===== src/rtl/awsc_pkg.sv =====
package awsc_pkg;

  localparam int SAMPLE_W    = 12;
  localparam int MAX_SAMPLES = 256;
  localparam int CNT_W       = $clog2(MAX_SAMPLES + 1);
  localparam int SUM_W       = $clog2(4095 * MAX_SAMPLES + 1);
  localparam int MEAN_W      = SAMPLE_W;
  localparam int ACC_W       = CNT_W + MEAN_W;
  localparam int STEP_W      = $clog2(MEAN_W);
  localparam int CLASS_W     = 3;

  localparam logic [SAMPLE_W-1:0] FULL_SCALE    = 12'd4095;
  localparam logic [SAMPLE_W-1:0] NEAR_ZERO_MAX = 12'd8;
  localparam logic [SAMPLE_W-1:0] NEAR_FULL_MIN = 12'd4087;
  localparam logic [SAMPLE_W-1:0] SPAN_STABLE   = 12'd4;
  localparam logic [SAMPLE_W-1:0] SPAN_SMALL    = 12'd24;
  localparam logic [SAMPLE_W-1:0] SPAN_ACTIVE   = 12'd120;
  localparam logic [SAMPLE_W-1:0] RAIL_HIGH     = 12'd3500;
  localparam logic [SAMPLE_W-1:0] RAIL_LOW      = 12'd500;

  typedef enum logic [CLASS_W-1:0] {
    CLS_NEAR_ZERO = 3'd0,
    CLS_NEAR_FULL = 3'd1,
    CLS_STABLE    = 3'd2,
    CLS_SMALL_VAR = 3'd3,
    CLS_ACTIVE    = 3'd4,
    CLS_WIDE_RAIL = 3'd5,
    CLS_FLOATING  = 3'd6
  } class_t;

  typedef enum logic [1:0] {
    ST_ACCUM,
    ST_DIVIDE,
    ST_HOLD
  } state_t;

  typedef struct packed {
    logic accum;
    logic close;
    logic div_step;
    logic load_out;
  } cmd_t;

  typedef struct packed {
    logic close_hit;
    logic div_last;
  } sts_t;

  function automatic class_t classify(input logic [SAMPLE_W-1:0] lo,
                                      input logic [SAMPLE_W-1:0] hi,
                                      input logic [SAMPLE_W-1:0] avg);
    logic [SAMPLE_W-1:0] span;
    class_t              cls;
    span = hi - lo;
    if (hi <= NEAR_ZERO_MAX) cls = CLS_NEAR_ZERO;
    else if (lo >= NEAR_FULL_MIN) cls = CLS_NEAR_FULL;
    else if (span <= SPAN_STABLE) cls = CLS_STABLE;
    else if (span <= SPAN_SMALL) cls = CLS_SMALL_VAR;
    else if (span <= SPAN_ACTIVE) cls = CLS_ACTIVE;
    else if (avg > RAIL_HIGH || avg < RAIL_LOW) cls = CLS_WIDE_RAIL;
    else cls = CLS_FLOATING;
    return cls;
  endfunction

endpackage


===== src/rtl/awsc_ctrl.sv =====
module awsc_ctrl import awsc_pkg::*; (
  input  logic clk,
  input  logic rst,
  input  logic in_valid,
  output logic in_stall,
  output logic out_valid,
  input  logic out_stall,
  input  sts_t sts,
  output cmd_t cmd
);

  state_t state;
  state_t state_next;
  logic   out_valid_next;
  logic   in_xfer;
  logic   out_free;

  assign in_xfer  = in_valid && !in_stall;
  assign out_free = !out_valid || !out_stall;

  always_comb begin
    state_next = state;
    unique case (state)
      ST_ACCUM: begin
        if (in_xfer && sts.close_hit) state_next = ST_DIVIDE;
      end
      ST_DIVIDE: begin
        if (sts.div_last) state_next = ST_HOLD;
      end
      ST_HOLD: begin
        if (out_free) state_next = ST_ACCUM;
      end
      default: state_next = ST_ACCUM;
    endcase
  end

  always_comb begin
    in_stall     = 1'b1;
    cmd.accum    = 1'b0;
    cmd.close    = 1'b0;
    cmd.div_step = 1'b0;
    cmd.load_out = 1'b0;
    unique case (state)
      ST_ACCUM: begin
        in_stall  = 1'b0;
        cmd.accum = in_valid;
        cmd.close = in_valid && sts.close_hit;
      end
      ST_DIVIDE: begin
        cmd.div_step = 1'b1;
      end
      ST_HOLD: begin
        cmd.load_out = out_free;
      end
      default: in_stall = 1'b1;
    endcase
  end

  // result register empties on an output transfer, refills from the divider
  always_comb begin
    out_valid_next = out_valid;
    if (out_valid && !out_stall) out_valid_next = 1'b0;
    if (cmd.load_out) out_valid_next = 1'b1;
  end

  always_ff @(posedge clk) begin
    if (rst) begin
      state     <= ST_ACCUM;
      out_valid <= 1'b0;
    end else begin
      state     <= state_next;
      out_valid <= out_valid_next;
    end
  end

endmodule


===== src/rtl/awsc_dp.sv =====
module awsc_dp import awsc_pkg::*; (
  input  logic                clk,
  input  logic                rst,
  input  cmd_t                cmd,
  output sts_t                sts,
  input  logic [SAMPLE_W-1:0] sample,
  input  logic                window_end,
  output logic [SAMPLE_W-1:0] final_sample,
  output logic [SAMPLE_W-1:0] lowest,
  output logic [SAMPLE_W-1:0] highest,
  output logic [MEAN_W-1:0]   mean,
  output logic [SAMPLE_W-1:0] spread,
  output logic [CLASS_W-1:0]  class_code
);

  logic [SAMPLE_W-1:0] run_min;
  logic [SAMPLE_W-1:0] run_max;
  logic [SUM_W-1:0]    run_sum;
  logic [CNT_W-1:0]    run_count;

  logic [SAMPLE_W-1:0] min_next;
  logic [SAMPLE_W-1:0] max_next;
  logic [SUM_W-1:0]    sum_next;
  logic [CNT_W-1:0]    count_next;

  // snapshot of the closed window
  logic [SAMPLE_W-1:0] snap_fin;
  logic [SAMPLE_W-1:0] snap_lo;
  logic [SAMPLE_W-1:0] snap_hi;
  logic [CNT_W-1:0]    div_cnt;

  // {remainder, dividend bits / quotient bits}
  logic [ACC_W-1:0]    acc;
  logic [ACC_W-1:0]    acc_next;
  logic [CNT_W:0]      trial;
  logic [CNT_W:0]      diff;
  logic                q_bit;
  logic [CNT_W-1:0]    rem_next;
  logic [STEP_W-1:0]   step;

  assign min_next   = (sample < run_min) ? sample : run_min;
  assign max_next   = (sample > run_max) ? sample : run_max;
  assign sum_next   = run_sum + SUM_W'(sample);
  assign count_next = run_count + 1'b1;

  assign sts.close_hit = window_end || (count_next == CNT_W'(MAX_SAMPLES));
  assign sts.div_last  = (step == STEP_W'(MEAN_W - 1));

  always_ff @(posedge clk) begin
    if (rst) begin
      run_min   <= FULL_SCALE;
      run_max   <= '0;
      run_sum   <= '0;
      run_count <= '0;
    end else if (cmd.accum) begin
      if (cmd.close) begin
        run_min   <= FULL_SCALE;
        run_max   <= '0;
        run_sum   <= '0;
        run_count <= '0;
      end else begin
        run_min   <= min_next;
        run_max   <= max_next;
        run_sum   <= sum_next;
        run_count <= count_next;
      end
    end
  end

  // restoring divide, one quotient bit a cycle; mean < 2^MEAN_W keeps remainder < count
  assign trial    = acc[ACC_W-1:MEAN_W-1];
  assign diff     = trial - {1'b0, div_cnt};
  assign q_bit    = (trial >= {1'b0, div_cnt});
  assign rem_next = q_bit ? diff[CNT_W-1:0] : trial[CNT_W-1:0];
  assign acc_next = {rem_next, acc[MEAN_W-2:0], q_bit};

  always_ff @(posedge clk) begin
    if (cmd.close) begin
      snap_fin <= sample;
      snap_lo  <= min_next;
      snap_hi  <= max_next;
      div_cnt  <= count_next;
      acc      <= ACC_W'(sum_next);
    end else if (cmd.div_step) begin
      acc <= acc_next;
    end
  end

  always_ff @(posedge clk) begin
    if (rst) begin
      step <= '0;
    end else if (cmd.close) begin
      step <= '0;
    end else if (cmd.div_step) begin
      step <= step + 1'b1;
    end
  end

  always_ff @(posedge clk) begin
    if (cmd.load_out) begin
      final_sample <= snap_fin;
      lowest       <= snap_lo;
      highest      <= snap_hi;
      mean         <= acc[MEAN_W-1:0];
      spread       <= snap_hi - snap_lo;
      class_code   <= CLASS_W'(classify(snap_lo, snap_hi, acc[MEAN_W-1:0]));
    end
  end

endmodule


===== src/rtl/analog_window_stats_classifier_core.sv =====
// Window statistics for a 12-bit ADC channel. Samples are taken one per cycle while a
// window is open; the running minimum, maximum, sum and count update on every transfer.
// A window closes on a sample with window_end set, or on the MAX_SAMPLES-th sample.
// The closing sample is followed by the divide state, where a restore-and-subtract divider
// forms one bit of the mean per cycle, and the hold state, which loads the result register,
// so in_stall is high from each closing sample until the result register is loaded. The
// result register holds the last window's values until taken, and accumulation of the next
// window goes on meanwhile; the block waits in the hold state with in_stall high only while
// the previous result has still not been taken.
module analog_window_stats_classifier_core import awsc_pkg::*; (
  input  logic                clk,
  input  logic                rst,
  input  logic                in_valid,
  output logic                in_stall,
  input  logic [SAMPLE_W-1:0] sample,
  input  logic                window_end,
  output logic                out_valid,
  input  logic                out_stall,
  output logic [SAMPLE_W-1:0] final_sample,
  output logic [SAMPLE_W-1:0] lowest,
  output logic [SAMPLE_W-1:0] highest,
  output logic [MEAN_W-1:0]   mean,
  output logic [SAMPLE_W-1:0] spread,
  output logic [CLASS_W-1:0]  class_code
);

  cmd_t cmd;
  sts_t sts;

  awsc_ctrl u_ctrl (
    .clk       (clk),
    .rst       (rst),
    .in_valid  (in_valid),
    .in_stall  (in_stall),
    .out_valid (out_valid),
    .out_stall (out_stall),
    .sts       (sts),
    .cmd       (cmd)
  );

  awsc_dp u_dp (
    .clk          (clk),
    .rst          (rst),
    .cmd          (cmd),
    .sts          (sts),
    .sample       (sample),
    .window_end   (window_end),
    .final_sample (final_sample),
    .lowest       (lowest),
    .highest      (highest),
    .mean         (mean),
    .spread       (spread),
    .class_code   (class_code)
  );

endmodule


===== config.mk =====
export PLATFORM = sky130hd
export DESIGN_NAME = analog_window_stats_classifier_core
export DESIGN_NICKNAME = d
export VERILOG_FILES = /design/src/rtl/awsc_pkg.sv /design/src/rtl/awsc_ctrl.sv /design/src/rtl/awsc_dp.sv /design/src/rtl/analog_window_stats_classifier_core.sv
export SDC_FILE = /design/constraint.sdc
export NUM_CORES = 1
export LEC_CHECK = 0
export ABC_AREA = 1
export BUFFER_PORTS_ARGS = -buffer_cell sky130_fd_sc_hd__buf_2
export CAP_MARGIN = 25
export CORE_MARGIN = 5
export CORE_UTILIZATION = 65
export DETAILED_ROUTE_END_ITERATION = 6
export HOLD_SLACK_MARGIN = 0.08
export PLACE_DENSITY = 0.86
export RECOVER_POWER = 25
export SLEW_MARGIN = 20
export SYNTH_ARGS = -nofsm -noshare
export SYNTH_HDL_FRONTEND = slang
export SYNTH_HIERARCHICAL = 1
export SYNTH_SLANG_ARGS = --single-unit

===== constraint.sdc =====
create_clock -name clk -period 6.7 [get_ports clk]
set_clock_uncertainty 0.15 [all_clocks]
set_input_delay 0.335 -clock clk [delete_from_list [all_inputs] [get_ports clk]]
set_output_delay 0.335 -clock clk [all_outputs]
set_load 0.05 [all_outputs]

==> reports/results.tsv <==
metric	value	unit
ys_seq_elements	189	
drc_errors	0	
numCtsBuffers	17	
slew-limit-headroom	0.306	
postSynthCellCount	1061	
cp.depth	13	
num_vias	7916	
cts_num_sinks	189	
die_area	0.0172	sq mm
drv_cap	0	
rows	44	
p_sw_frac	0.278	
dpl.hpwl	15.5	mm
ctsHoldBuffers	12	
vdd_drop_max	193	uV
timing.critical_path.buf_inv	4	
start_util	0.659	
die_w	131	microns
num_antenna_cells	0	
track_usage	0.260	
clockBufferDepth	2	
wl_per_cell	16.8	microns
cts_setup_buffers	0	
antenna_found_initial	0	
port_buffers	81	
rsz0062_at_grt	false	
min_from	in_valid	
yosysWarnings	6	
syn-num-nets	1139	
cts_htree_levels	4	
min_path_cells	5	
hold_class	in2reg	
syn_to_final_growth	12.6	%
worstReg2RegStart	u_dp/run_count[1]	
clkPwrFrac	0.347	
p_sw	0.000801	W
crit_type	reg2reg	
critPathMaxFanout	27	
io_pins	82	
ys_seq_area_frac	0.531	
required	6.60	ns
dpl_cell_area	0.0101	sq mm
r2r_setup_slack	2.87	ns
cts_tree	done	
setup_tns	0	ns
min_period	3.83	ns
power_frac_comb	0.176	
drt_first_pass_iters	5	
dieHeight	131	microns
crit_chain	ha_1 -> nand3_1 -> nor2_1 -> nand4_1 -> xor2_1 -> inv_1 -> a31o_2 -> nand2_1 -> inv_1 -> nand2_1 -> inv_2 -> inv_1 -> nand2_1	
rr_worst_depth	13	
clkLatencyLatePin	0.43	ns
holdPathEnd	u_ctrl/state[0]	
cts_resized	0	
grt_pass1_vias	7479	
p_seq_frac	0.477	
fin_area	0.0107	sq mm
ant_nets	0	
maxSlewViolCount	0	
cp.arrival	3.73	ns
grt_overflow	0	
grt_start_max_net_pins	63	
power_density	268	mW/mm^2
slowest_stage	nand2_1	
drive_above_1_share	0.0869	
root_buffer	clkbuf_16	
cts.reportedPaths.clkPinSlew	0.07	ns
p_leak	4.62	nW
routed_via_density	5.88	
synth_cell_types	44	
end_kind	register	
totalWireLength	22.6	mm
setup_viol_count_final	0	
syn_avg_cell_area	8.99	sq um
coreArea	0.0145	sq mm
routabilityCongestion	0.903	
outcome	completed	
path_delay_family	simple AND/OR/NAND/NOR gates	
first_iter_violations	914	
start_kind	register	
post-route-period-util	0.571	
finalHoldViolCount	0	
nNetsFinal	1227	
grt_pass1_wl	36.6	mm
max_stage_delay	0.73	ns
max_slew.worst_pin.slew	1.04	ns
synth_area	0.00954	sq mm
r2r_end	u_dp/acc[17]	
fmax	261	MHz
internal_power	0.00208	W
## metrics by stage
step                hold WS [ns]  setup slack (ns)  instances  utilization  total power (W)
floorplan                  0.250              2.78       1061            -          0.00175
detailed placement         0.257              2.90       1302        0.697          0.00187
CTS                       0.0914              2.86       1346        0.746          0.00288
global placement           0.251              3.09       1302        0.697          0.00185
global route               0.168              2.59       1346        0.742          0.00301
finish                     0.142              2.87       1346        0.742          0.00288
## worst max-delay path by stage
stage,start,to
after detailed placement,u_dp/run_count[1],u_dp/acc[14]
after floorplan,u_dp/run_count[0],u_dp/acc[0]
after CTS,u_dp/run_count[1],u_dp/acc[17]
after global routing,u_dp/run_count[1],u_dp/acc[15]
after global placement,u_dp/run_count[0],u_dp/acc[14]
final,u_dp/run_count[1],u_dp/acc[17]
## state kept, by name (all words and copies together), names as in the netlist
name               cells
u_dp/run_max          12
u_dp/mean             12
u_dp/run_count         9
u_dp/final_sample     12
u_dp/snap_lo          12
u_dp/spread           12
u_dp/div_cnt           9
u_ctrl/state           2
u_dp/class_code        3
u_ctrl/out_valid       1
u_dp/lowest           12
u_dp/snap_hi          12
u_dp/step              4
u_dp/run_sum          20
u_dp/run_min          12
u_dp/highest          12
u_dp/snap_fin         12
u_dp/acc              21
## per-layer routing
layer / track usage / part of all wire
met1: 0.353 / 0.41
met3: 0.0524 / 0.096
met4: 0.118 / 0.030
met5: 0 / 0
met2: 0.404 / 0.46
## cell type report
cell class | instances | area, sq um
Timing Repair Buffer | 97 | 509
Multi-Input combinational cell | 694 | 3790
Clock buffer | 20 | 437
Inverter | 150 | 563
Fill cell | 968 | 3740
Sequential cell | 189 | 5060
Clock inverter | 12 | 145
Tap cell | 184 | 230
## cells in the mapped netlist, drive strengths merged
cell | n | share of area
a211o | 1 | 0.00092
a211oi | 2 | 0.0016
a21boi | 2 | 0.0020
a21o | 5 | 0.0039
a21oi | 99 | 0.052
a31o | 1 | 0.00092
a31oi | 1 | 0.00066
buf | 7 | 0.0045
clkbuf | 21 | 0.0083
dfxtp | 61 | 0.13
edfxtp | 128 | 0.40
fa | 3 | 0.0063
ha | 58 | 0.076
inv | 150 | 0.059
mux2i | 1 | 0.0010
nand2 | 277 | 0.11
nand3 | 59 | 0.032
nand3b | 6 | 0.0047
nand4 | 14 | 0.0092
nor2 | 44 | 0.018
nor3 | 10 | 0.0052
nor3b | 2 | 0.0016
nor4 | 4 | 0.0026
o2111ai | 1 | 0.00092
o211ai | 2 | 0.0016
o21a | 1 | 0.00079
o21ai | 69 | 0.036
o21bai | 2 | 0.0016
o221ai | 1 | 0.00092
o31ai | 4 | 0.0031
or2 | 5 | 0.0033
xnor2 | 6 | 0.0055
xor2 | 14 | 0.014
## worst register-to-register path: stages, from the launching register on
cell,delay [ns]
dfxtp_1,0.39
ha_1,0.21
nand3_1,0.11
nor2_1,0.24
nand4_1,0.16
xor2_1,0.18
inv_1,0.10
a31o_2,0.18
nand2_1,0.05
inv_1,0.04
nand2_1,0.07
inv_2,0.44
inv_1,0.38
nand2_1,0.74
## power groups by stage
stage | registers, W | logic, W | clock network (W)
after floorplan | 0.00138 | 0.000370 | 0
after global placement | 0.00139 | 0.000458 | 0
after detailed placement | 0.00140 | 0.000479 | 0
after CTS | 0.00137 | 0.000497 | 0.00101
after global routing | 0.00138 | 0.000565 | 0.00107
final | 0.00137 | 0.000508 | 0.00100
## cell usage in the layout (no fill, tap or decap), drive strengths merged, types with 6 or more instances in the layout
cell type,count
nand2,277
inv,151
edfxtp,128
a21oi,99
o21ai,69
dfxtp,61
nand3,59
ha,58
clkbuf,57
buf,48
nor2,44
nand4,14
xor2,14
dlygate4sd3,12
nor3,10
xnor2,6
nand3b,6
clkinv,6
## cell families after synthesis
family / after synthesis / share of synthesized area
buffers and inverters: 178 / 0.0717
XOR/XNOR: 20 / 0.0192
AND/OR/NAND/NOR: 421 / 0.187
flip-flops: 189 / 0.531
adder cells (fa/ha/maj): 61 / 0.0824
AO/OA/AOI/OAI: 191 / 0.107
multiplexers: 1 / 0.00105
(Power assumes the default switching activity.)
